==> config.mk <==
export PLATFORM = sky130hd
export DESIGN_NAME = k_closest_xor_select
export DESIGN_NICKNAME = d
export VERILOG_FILES = /design/src/hdl/kcxs_pkg.sv /design/src/hdl/k_closest_xor_select.sv /design/src/hdl/kcxs_cell.sv
export SDC_FILE = /design/constraint.sdc
export NUM_CORES = 2
export LEC_CHECK = 0
export BUFFER_PORTS_ARGS = -buffer_cell sky130_fd_sc_hd__buf_2
export CAP_MARGIN = 20
export CORE_ASPECT_RATIO = 2
export CORE_MARGIN = 1.5
export CORE_UTILIZATION = 24
export DETAILED_ROUTE_END_ITERATION = 8
export GPL_ROUTABILITY_DRIVEN = 0
export GPL_TIMING_DRIVEN = 1
export PLACE_DENSITY = 0.45
export SLEW_MARGIN = 25
export SYNTH_ARGS = -nofsm -noshare
export SYNTH_HDL_FRONTEND = slang
export SYNTH_SLANG_ARGS = --single-unit
==> constraint.sdc <==
create_clock -name clk_i -period 6.67 [get_ports clk_i]
set_clock_uncertainty 0.1 [all_clocks]
set_input_delay 1.0005 -clock clk_i [delete_from_list [all_inputs] [get_ports clk_i]]
set_output_delay 1.0005 -clock clk_i [all_outputs]
set_load 0.01 [all_outputs]
==> src/hdl/kcxs_pkg.sv <==
// ----------------------------------------------------------------------------
// kcxs_pkg
// Shared types and constants for the k-closest XOR distance selector.
// ----------------------------------------------------------------------------
package kcxs_pkg;

  localparam int SCORE_W = 16;
  localparam int DIST_W  = 32;
  localparam int RANK_W  = 4;
  localparam int RES_W   = 5;
  localparam int KEEP_W  = 5;
  localparam int RES_MAX = 16;

  localparam int PADDR_W = 3;
  localparam int PDATA_W = 32;

  // register select is paddr[2]
  localparam logic REG_REF_HEIGHT = 1'b0;
  localparam logic REG_KEEP_COUNT = 1'b1;

  localparam logic [KEEP_W-1:0] KEEP_RESET = KEEP_W'(16);

  typedef struct packed {
    logic                      valid;
    logic [DIST_W-1:0]         distance;
    logic signed [SCORE_W-1:0] score;
  } cell_t;

  typedef enum logic {
    ST_IDLE,
    ST_EMIT
  } state_e;

endpackage

==> src/hdl/k_closest_xor_select.sv <==
// ----------------------------------------------------------------------------
// k_closest_xor_select
// Keeps the K_MAX smallest distinct XOR distances of a set of scores and
// emits the closest ones, in ascending order, at the end of the set.
// ----------------------------------------------------------------------------
// While a set is being collected one score is accepted every cycle: a row of
// K_MAX cells compares the new distance against every held entry at once and
// shifts the larger ones right in the same cycle. After the score flagged
// set_end the input is stalled while the results are shifted out of the
// head cell, one per cycle unless out_stall_i holds them back; min(held
// entries, keep_count, RES_MAX) results are given (at least one); the next
// set can start the cycle after the last transfer. Scores whose distance is already held are dropped.
module k_closest_xor_select #(
  parameter int K_MAX = 16
) (
  input  logic                                 clk_i,
  input  logic                                 rst_ni,
  input  logic                                 psel,
  input  logic                                 penable,
  input  logic                                 pwrite,
  input  logic [kcxs_pkg::PADDR_W-1:0]         paddr,
  input  logic [kcxs_pkg::PDATA_W-1:0]         pwdata,
  output logic [kcxs_pkg::PDATA_W-1:0]         prdata,
  output logic                                 pready,
  input  logic                                 in_valid_i,
  output logic                                 in_stall_o,
  input  logic signed [kcxs_pkg::SCORE_W-1:0]  score_i,
  input  logic                                 set_end_i,
  output logic                                 out_valid_o,
  input  logic                                 out_stall_i,
  output logic signed [kcxs_pkg::SCORE_W-1:0]  chosen_score_o,
  output logic [kcxs_pkg::DIST_W-1:0]          chosen_distance_o,
  output logic [kcxs_pkg::RANK_W-1:0]          rank_o,
  output logic                                 entry_valid_o,
  output logic                                 run_end_o
);
  import kcxs_pkg::*;

  localparam int CNT_W = $clog2(K_MAX + 1);
  localparam int CMP_W = (CNT_W > RES_W) ? CNT_W : RES_W;

  // configuration
  logic [DIST_W-1:0] ref_height_q;
  logic [KEEP_W-1:0] keep_count_q;
  logic              cfg_wr;

  assign pready = 1'b1;
  assign cfg_wr = psel && penable && pwrite;

  always_ff @(posedge clk_i or negedge rst_ni) begin
    if (!rst_ni) begin
      ref_height_q <= '0;
      keep_count_q <= KEEP_RESET;
    end else if (cfg_wr) begin
      unique case (paddr[2])
        REG_REF_HEIGHT: ref_height_q <= pwdata[DIST_W-1:0];
        REG_KEEP_COUNT: keep_count_q <= pwdata[KEEP_W-1:0];
        default: ;
      endcase
    end
  end

  always_comb begin
    prdata = '0;
    unique case (paddr[2])
      REG_REF_HEIGHT: prdata = PDATA_W'(ref_height_q);
      REG_KEEP_COUNT: prdata = PDATA_W'(keep_count_q);
      default: prdata = '0;
    endcase
  end

  // control
  state_e             state_q, state_d;
  logic [CNT_W-1:0]   count_q, count_d;
  logic [RES_W-1:0]   n_q, n_d;
  logic [RANK_W-1:0]  rank_q, rank_d;

  logic               in_xfer, out_xfer, last_out;
  logic               dup, insert, clear;
  logic [DIST_W-1:0]  new_dist;
  logic [CNT_W-1:0]   new_count;
  logic [RES_W-1:0]   limit;
  logic [CMP_W-1:0]   new_count_x, limit_x;

  cell_t              cells   [K_MAX];
  cell_t              prev_c  [K_MAX];
  cell_t              next_c  [K_MAX];
  logic [K_MAX-1:0]   lt, eq, prev_lt;

  assign new_dist = ref_height_q ^ {{(DIST_W - SCORE_W){score_i[SCORE_W-1]}}, score_i};

  assign in_stall_o  = (state_q != ST_IDLE);
  assign out_valid_o = (state_q == ST_EMIT);
  assign in_xfer     = in_valid_i && (state_q == ST_IDLE);
  assign out_xfer    = out_valid_o && !out_stall_i;
  assign last_out    = ({1'b0, rank_q} + RES_W'(1)) == n_q;

  assign dup    = |eq;
  assign insert = in_xfer && !dup;
  assign clear  = out_xfer && last_out;

  always_comb begin
    new_count = count_q;
    if (insert && !lt[K_MAX-1] && (32'(count_q) < K_MAX)) begin
      new_count = count_q + CNT_W'(1);
    end
  end

  always_comb begin
    if (keep_count_q == '0) begin
      limit = RES_W'(1);
    end else if (32'(keep_count_q) > RES_MAX) begin
      limit = RES_W'(RES_MAX);
    end else begin
      limit = RES_W'(keep_count_q);
    end
    if (32'(limit) > K_MAX) begin
      limit = RES_W'(K_MAX);
    end
  end

  assign new_count_x = CMP_W'(new_count);
  assign limit_x     = CMP_W'(limit);

  always_comb begin
    state_d = state_q;
    count_d = count_q;
    n_d     = n_q;
    rank_d  = rank_q;
    unique case (state_q)
      ST_IDLE: begin
        if (in_xfer) begin
          count_d = new_count;
          if (set_end_i) begin
            rank_d  = '0;
            state_d = ST_EMIT;
            if (new_count == '0) begin
              n_d = RES_W'(1);
            end else if (new_count_x < limit_x) begin
              n_d = RES_W'(new_count);
            end else begin
              n_d = limit;
            end
          end
        end
      end
      ST_EMIT: begin
        if (out_xfer) begin
          rank_d = rank_q + RANK_W'(1);
          if (last_out) begin
            count_d = '0;
            state_d = ST_IDLE;
          end
        end
      end
      default: state_d = ST_IDLE;
    endcase
  end

  always_ff @(posedge clk_i or negedge rst_ni) begin
    if (!rst_ni) begin
      state_q <= ST_IDLE;
      count_q <= '0;
      n_q     <= '0;
      rank_q  <= '0;
    end else begin
      state_q <= state_d;
      count_q <= count_d;
      n_q     <= n_d;
      rank_q  <= rank_d;
    end
  end

  // cell row
  for (genvar i = 0; i < K_MAX; i++) begin : g_cell
    if (i == 0) begin : g_head
      assign prev_c[i]  = '0;
      assign prev_lt[i] = 1'b1;
    end else begin : g_body
      assign prev_c[i]  = cells[i-1];
      assign prev_lt[i] = lt[i-1];
    end
    if (i == K_MAX - 1) begin : g_tail
      assign next_c[i] = '0;
    end else begin : g_inner
      assign next_c[i] = cells[i+1];
    end

    kcxs_cell u_cell (
      .clk_i       (clk_i),
      .rst_ni      (rst_ni),
      .clear_i     (clear),
      .insert_i    (insert),
      .shift_i     (out_xfer),
      .new_dist_i  (new_dist),
      .new_score_i (score_i),
      .prev_i      (prev_c[i]),
      .prev_lt_i   (prev_lt[i]),
      .next_i      (next_c[i]),
      .cell_o      (cells[i]),
      .lt_o        (lt[i]),
      .eq_o        (eq[i])
    );
  end

  // output taken from the head cell
  assign entry_valid_o     = cells[0].valid;
  assign chosen_score_o    = cells[0].valid ? cells[0].score : '0;
  assign chosen_distance_o = cells[0].valid ? cells[0].distance : '0;
  assign rank_o            = rank_q;
  assign run_end_o         = last_out;

endmodule

==> src/hdl/kcxs_cell.sv <==
// ----------------------------------------------------------------------------
// kcxs_cell
// One slot of the sorted list: compares the incoming distance, takes the new
// entry, its left neighbor's entry or its right neighbor's entry.
// ----------------------------------------------------------------------------
module kcxs_cell (
  input  logic                               clk_i,
  input  logic                               rst_ni,
  input  logic                               clear_i,
  input  logic                               insert_i,
  input  logic                               shift_i,
  input  logic [kcxs_pkg::DIST_W-1:0]        new_dist_i,
  input  logic signed [kcxs_pkg::SCORE_W-1:0] new_score_i,
  input  kcxs_pkg::cell_t                    prev_i,
  input  logic                               prev_lt_i,
  input  kcxs_pkg::cell_t                    next_i,
  output kcxs_pkg::cell_t                    cell_o,
  output logic                               lt_o,
  output logic                               eq_o
);
  import kcxs_pkg::*;

  logic                      valid_q, valid_d;
  logic [DIST_W-1:0]         dist_q, dist_d;
  logic signed [SCORE_W-1:0] score_q, score_d;
  logic                      load;

  assign lt_o = valid_q && (dist_q < new_dist_i);
  assign eq_o = valid_q && (dist_q == new_dist_i);

  always_comb begin
    valid_d = valid_q;
    dist_d  = dist_q;
    score_d = score_q;
    load    = 1'b0;
    if (clear_i) begin
      valid_d = 1'b0;
    end else if (shift_i) begin
      valid_d = next_i.valid;
      dist_d  = next_i.distance;
      score_d = next_i.score;
      load    = 1'b1;
    end else if (insert_i && !lt_o) begin
      load = 1'b1;
      if (prev_lt_i) begin
        valid_d = 1'b1;
        dist_d  = new_dist_i;
        score_d = new_score_i;
      end else begin
        valid_d = prev_i.valid;
        dist_d  = prev_i.distance;
        score_d = prev_i.score;
      end
    end
  end

  always_ff @(posedge clk_i or negedge rst_ni) begin
    if (!rst_ni) begin
      valid_q <= 1'b0;
    end else begin
      valid_q <= valid_d;
    end
  end

  always_ff @(posedge clk_i) begin
    if (load) begin
      dist_q  <= dist_d;
      score_q <= score_d;
    end
  end

  assign cell_o = '{valid: valid_q, distance: dist_q, score: score_q};

endmodule
# Word level (Yosys, flattened, before mapping)
# Cells that the tools add are included.
dict set report op_classes {
  add_sub_neg 3
  order_cmp 20
  n_eq_ne 21
  muxes 225
  bitwise_logic 4
  n_reduce_logical 129
}
# operator n
set op_table {}
lappend op_table {{$mux 32} 47}
lappend op_table {{$mux 16} 47}
lappend op_table {{$eq 32x32->1} 16}
lappend op_table {{$lt 32x32->1} 16}
lappend op_table {{$mux 1} 115}
lappend op_table {{$pmux 32 s2} 1}
lappend op_table {{$reduce_and 3->1} 19}
lappend op_table {{$logic_and 1x1->1} 55}
lappend op_table {{$reduce_bool 3->1} 16}
lappend op_table {{$mux 5} 9}
lappend op_table {{$reduce_bool 2->1} 16}
lappend op_table {{$xor 32x32->32} 1}
lappend op_table {{$logic_not 1->1} 18}
lappend op_table {{$reduce_or 16->1} 1}
lappend op_table {{$mux 4} 3}
lappend op_table {{$gt 5x5->1 const B} 2}
lappend op_table {{$logic_not 5->1} 2}
lappend op_table {{$pmux 5 s2} 1}
lappend op_table {{$pmux 4 s2} 1}
lappend op_table {{$add 4x1->5 const B} 1}
lappend op_table {{$add 5x1->5 const B} 1}
lappend op_table {{$eq 5x5->1} 1}
lappend op_table {{$lt 5x5->1} 1}
lappend op_table {{$lt 5x5->1 const B} 1}
lappend op_table {{other kinds (6)} 11}
dict set report word_totals {
  reg_bits 836
  inputBits 59
  output_inout_bits 89
  word_cells 456
}

# Depth between registers and ports, before layout
dict set report depth {
  ltp_word 12
  ltp_mapped 23
  ltp_nobuf 20
}

# Cells and area by module
# Synthesis repeated with hierarchy kept, for this count alone.
dict set report unflattened {
  hier_cells 5800
  hier_area_um2 57264.9
}
# mod instances cells_each area_per_inst_um2 seq_area_each_um2
set modules_own_cells {}
lappend modules_own_cells {kcxs_cell 16 342 3368.2 1466.4}
lappend modules_own_cells {k_closest_xor_select 1 328 3373.2 1302.5}

# Worst setup path before layout
# Ideal clock, no wire load.
dict set report synth_path {
  kind {input port to flip-flop}
  start {input score_i[15] (netlist name)}
  end {register g_cell[0].u_cell.dist_q[0], enable pin}
  setup_ps 520
  arrival_ps 7431
  t_required_ps 6050
  setup_slack_ps -1381
  path_stages 17
  path_buffers 5
  cell_sequence {clkbuf_1 -> buf_1 -> xor2_1 -> inv_1 -> ha_1 -> a21o_1 -> a21o_1 -> a21o_1 -> a21o_1 -> a211oi_1 -> o21ai_0 -> a22oi_1 -> nor4bb_1 -> clkbuf_1 -> buf_2 -> buf_4 -> o21ai_0}
}
dict set report synth_between {
  elab_chain_cells 11
  word_cells_on_any_way 45
  cone_classes {1 x order compare; 16 x eq/ne; 3 x mux; 1 x bitwise; 24 x reduce/logical}
}
# item line
set synth_lines {}
lappend synth_lines {{start: declaration} k_closest_xor_select.sv:27} ;# input logic signed [kcxs_pkg::SCORE_W-1:0] score_i,
lappend synth_lines {{$xor 32x32->32 *} k_closest_xor_select.sv:90} ;# assign new_dist = ref_height_q ^ {{(DIST_W - SCORE_W){score_i[SCORE_W-1]}}, score_i};
lappend synth_lines {{branches (longest 5 deep; another with $lt 32x32->1)} n/a}
lappend synth_lines {{$logic_and 1x1->1 *} kcxs_cell.sv:43} ;# end else if (insert_i && !lt_o) begin
lappend synth_lines {{$mux 1} kcxs_cell.sv:43}
lappend synth_lines {{$mux 1} kcxs_cell.sv:38} ;# end else if (shift_i) begin
lappend synth_lines {{$mux 1} kcxs_cell.sv:36} ;# if (clear_i) begin
lappend synth_lines {{$reduce_and 3->1 (no line) *} n/a}
lappend synth_lines {{end signal: assignment} kcxs_cell.sv:67} ;# dist_q <= dist_d;
lappend synth_lines {{end: declaration} kcxs_cell.sv:24} ;# logic [DIST_W-1:0] dist_q, dist_d;
# Every way passes the cells marked *.
# A chain may end at the register's enable or synchronous reset.

# Worst setup path in the final report
dict set report layout_path {
  start {register ref_height_q[5]}
  end {register n_q[1]}
}
dict set report layout_between {
  elab_chain_cells 12
  word_cells_on_any_way 46
  cone_classes {2 x order compare; 16 x eq/ne; 3 x mux; 1 x bitwise; 24 x reduce/logical}
}
# item line
set layout_lines {}
lappend layout_lines {{start: declaration} k_closest_xor_select.sv:43} ;# logic [DIST_W-1:0] ref_height_q;
lappend layout_lines {{start signal: assignment} k_closest_xor_select.sv:56} ;# REG_REF_HEIGHT: ref_height_q <= pwdata[DIST_W-1:0];
lappend layout_lines {{$xor 32x32->32 *} k_closest_xor_select.sv:90}
lappend layout_lines {{branches (longest 5 deep; another with $lt 32x32->1)} n/a}
lappend layout_lines {{$logic_and 1x1->1 * (2 in series)} k_closest_xor_select.sv:104} ;# if (insert && !lt[K_MAX-1] && (32'(count_q) < K_MAX)) begin
lappend layout_lines {{$mux 5 *} k_closest_xor_select.sv:104}
lappend layout_lines {{$lt 5x5->1} k_closest_xor_select.sv:139} ;# end else if (new_count_x < limit_x) begin
lappend layout_lines {{$mux 5} k_closest_xor_select.sv:139}
lappend layout_lines {{$mux 5 *} k_closest_xor_select.sv:137} ;# if (new_count == '0) begin
lappend layout_lines {{end signal: assignment} k_closest_xor_select.sv:169} ;# n_q <= n_d;
lappend layout_lines {{end: declaration} k_closest_xor_select.sv:75} ;# logic [RES_W-1:0] n_q, n_d;
# Marks and branches as above.

==> results.py <==
metrics = {
    "status": {
        "outcome": "finished, final reports clean",
    },
    "sta": {
        "relSlewSlack_pct": 21.40,
        "timing.final.max_slew_violations": 0,
        "final-hold-violation-count": 0,
        "finalSetupTns_ps": 0,
        "finalCritPeriodShare_pct": 87.15,
        "worst_pin_slew_ps": 1179,
        "fin_ws_ps": 857.2,
        "setup_viol": 0,
        "rsz0062_at_grt": "no",
        "fin_crit_ps": 5813,
        "clock.fmax_ghz": 0.1720,
    },
    "placement": {
        "dp.cells": 8208,
        "hpwl_microns": 164300,
        "pre_cts_slack_ps": 114.5,
        "io_buffers": 144,
    },
    "yosys": {
        "ys_ff_latch": 836,
        "synth_fp_nets": 5704,
        "synth_top_flop_cell": "edfxtp_1",
        "syn-instance-count": 5143,
        "synthesis.area_sq_um": 53610,
        "synthArstFlopShare_pct": 8.134,
        "ys_seq_area_share_pct": 46.19,
        "synth_edf_count": 768,
        "synth_cell_types": 66,
        "yosysWarnings": 0,
        "syn_area_per_cell_sq_um": 10.42,
    },
    "pwr": {
        "ir_drop_v": 0.0002786,
        "seqPwrFrac_pct": 36.1,
        "switchingPower_uw": 16720,
        "comb_power_share_pct": 49.5,
        "power_density_nw_per_um2": 581.7,
        "internal-power_uw": 20010,
        "p_sw_share_pct": 45.52,
        "p_leak_uw": 0.02664,
        "p_clk_share_pct": 14.4,
    },
    "job": {
        "maxCapViolCount": 0,
    },
    "cts": {
        "cts_setup_buffers": 0,
        "htreeDepth": 3,
        "root_buffer": "clkbuf_16",
        "clockBufferDepth": 3,
        "cts_buffers": 90,
        "post_cts_resized": 0,
        "path_clk_slew_ps": 70,
        "cts.sinks": 836,
        "clk_latency_ps": 750,
        "cts_tree": "built",
        "hold_buffers": 0,
    },
    "grt": {
        "antenna_found_initial": 10,
        "grt_usage_pct": 19.39,
        "grt_pass1_wl_microns": 313300,
        "grt_max_degree": 237,
        "grt.overflow.total": 0,
        "grt_pass1_vias": 42900,
    },
    "floorplan": {
        "die_w_microns": 337.2,
        "core_area_sq_um": 222200,
        "dieHeight_microns": 671.4,
        "dieArea_sq_um": 226400,
        "core.rowCount": 245,
        "io_pins": 148,
        "start_util_pct": 24.12,
    },
    "final_layout": {
        "instances_no_fill": 8383,
        "final_nets": 5898,
        "area_delta_synth_final_pct": 17.77,
        "drive_gt1_share_pct": 12.58,
        "fill_cells": 23410,
    },
    "setup_path": {
        "crit_start": "ref_height_q[5]",
        "critPathTopFamily": "simple AND/OR/NAND/NOR gates",
        "crit_path_start_kind": "flip-flop",
        "worstPathRequired_ps": 7190,
        "rr_worst_depth": 20,
        "cp_data_arrival_time_ps": 6330,
        "max_stage_delay_ps": 620,
        "crit_chain": "xor2_1, inv_1, ha_1, nand4_1, nor4_1, nand4_1, nand4_2, nor4_4, nand3_2, or3b_1, xnor2_1, ha_1, a21o_1, a21o_1, a21oi_1, nand3_1, mux2_2, nand2_1, nand2b_1, a32o_1",
        "criticalPathCategory": "flip-flop to flip-flop",
        "cp_slowest_cell": "nor4_4",
        "r2r-start": "ref_height_q[5]",
        "cp_num_buf_inv": 1,
        "rrSetupSlack_ps": 860,
        "path_max_fanout": 9,
        "timing.rr.end": "n_q[1]",
        "end_kind": "flip-flop",
    },
    "detailed_routing": {
        "drc_errors": 0,
        "drt-total-wl_microns": 222500,
        "vias": 41590,
        "dr.pass1.iters": 8,
        "drtIter0Drc": 2948,
        "vias_per_cell": 4.961,
        "drtAntennaViolNets": 0,
        "wl_per_cell_microns": 26.54,
    },
    "hold_path": {
        "min_path_type": "input pin to async pin",
    },
}
[metal layers]
metal	track usage, %	wire length [microns]	up-vias
met2	36.92	119800	1185
met5	0	26	-
met3	2.199	7782	504
met4	14.55	19350	4
met1	18.83	75520	20550
li1	-	-	19340
[through the flow]
step	instance area (sq um)	total power [uW]	hold slack, ps	util (%)
finish	63130	36720	87.48	28.41
CTS	63110	36940	56.78	28.40
detailed placement	60170	31580	409.8	27.07
floorplan	53620	22700	386.2	-
global placement	60130	31130	408.7	27.06
global route	63120	38910	107.6	28.40
[cells in the mapped netlist (4+ instances only)]
cell / n / area [sq um]
a2111oi_0: 5 / 43.79
a211o_1: 4 / 35.03
a211oi_1: 11 / 82.58
a21boi_0: 8 / 60.06
a21o_1: 165 / 1239
a21oi_1: 203 / 1016
a221oi_1: 5 / 43.79
a32o_1: 4 / 40.04
and2_1: 57 / 356.6
and3_1: 6 / 37.54
and4_1: 7 / 61.31
buf_1: 10 / 37.54
buf_2: 65 / 325.3
buf_4: 8 / 60.06
clkbuf_1: 261 / 979.7
dfrtp_1: 67 / 1677
edfxtp_1: 768 / 23060
ha_1: 502 / 6281
inv_1: 61 / 229.0
mux2_2: 52 / 585.6
mux2i_1: 692 / 6927
nand2_1: 838 / 3146
nand2b_1: 17 / 106.4
nand3_1: 43 / 215.2
nand4_1: 119 / 744.5
nor2_1: 173 / 649.4
nor2b_1: 63 / 394.1
nor3_1: 15 / 75.07
nor4_1: 16 / 100.1
o211ai_1: 6 / 45.04
o21a_1: 9 / 67.56
o21ai_0: 758 / 3794
o22ai_1: 15 / 93.84
o311ai_0: 5 / 43.79
xnor2_1: 21 / 183.9
xor2_1: 36 / 315.3
[how the worst max path moves through the flow]
stage,to,slack [ps],cells past startpoint
global route,n_q[1],520,23
detailed placement,n_q[1],110,24
floorplan,g_cell[9].u_cell.dist_q[0],80,13
global placement,n_q[1],60,24
finish,n_q[1],860,20
CTS,n_q[1],760,20
[placed cells by master, fill, tap and decap left out, types with 6 or more instances in the layout]
master     instances
a21boi_0           8
xor2_2             6
dfrtp_1           66
inv_1             61
xnor2_1           20
o21ai_0          752
nor2_4             6
nand3_1           43
nor4_1            12
nor3_1            13
nand2b_1          16
a21o_1           165
buf_4            228
mux2_2            52
o22ai_1           15
o211ai_1           6
nor2_1           167
clkbuf_8           6
clkinv_2          14
clkbuf_16         91
clkbuf_1          16
clkinv_1          25
and4_1             7
buf_12            75
edfxtp_1         768
and3_1             6
and2_1            55
mux2i_1          692
a21oi_1          202
xor2_1            31
o21a_1             9
a211oi_1          11
diode_2            6
nand2_4            9
buf_2            143
ha_1             502
nor2b_1           62
nand4_1          119
nand2_1          829
[registers in the layout, summed over array words and instances (netlist names)]
register and flops:
g_cell.u_cell.dist_q 512, g_cell.u_cell.score_q 256, ref_height_q 32, g_cell.u_cell.valid_q 16, count_q 5, keep_count_q 5
n_q 5, rank_o 4, in_stall_o 1
[worst reg2reg max path: stages (launching register included)]
cell	delay (ps)
dfrtp_1	410
xor2_1	400
inv_1	350
ha_1	390
nand4_1	280
nor4_1	190
nand4_1	150
nand4_2	250
nor4_4	630
nand3_2	160
or3b_1	430
xnor2_1	260
ha_1	290
a21o_1	160
a21o_1	170
a21oi_1	220
nand3_1	110
mux2_2	290
nand2_1	120
nand2b_1	80
a32o_1	250
[power by group through the flow]
stage	Combinational [uW]	Sequential, uW	Clock (uW)
finish	18200	13300	5290
global route	19900	13500	5530
CTS	18300	13300	5400
detailed placement	18200	13400	0
global placement	17800	13300	0
floorplan	11000	11700	0
[final cells by class]
class,count,area [sq um],area share [%]
antenna,6,15.01,0.02378
multi-input combinational,3900,27530,43.61
inverter,62,232.7,0.3686
timing repair buffer,447,3936,6.235
clock buffer,113,2420,3.833
clock inverter,55,521.8,0.8264
sequential,836,24770,39.23
tap,2964,3709,5.874
[kinds of logic (layout without fill, tap and decap cells)]
logic type | Yosys count | in the layout | synth area share (%)
buffers and inverters | 407 | 677 | 3.071
xor gates and xnor gates | 58 | 58 | 0.9616
AOI/OAI and AO/OA | 1221 | 1221 | 12.70
other | 1 | 7 | 0.006995
DFF | 836 | 836 | 46.19
and+or+nand+nor | 1374 | 1374 | 11.34
muxes | 744 | 744 | 14.01
adders and majority gates | 502 | 502 | 11.72
(Power assumes the default switching activity.)
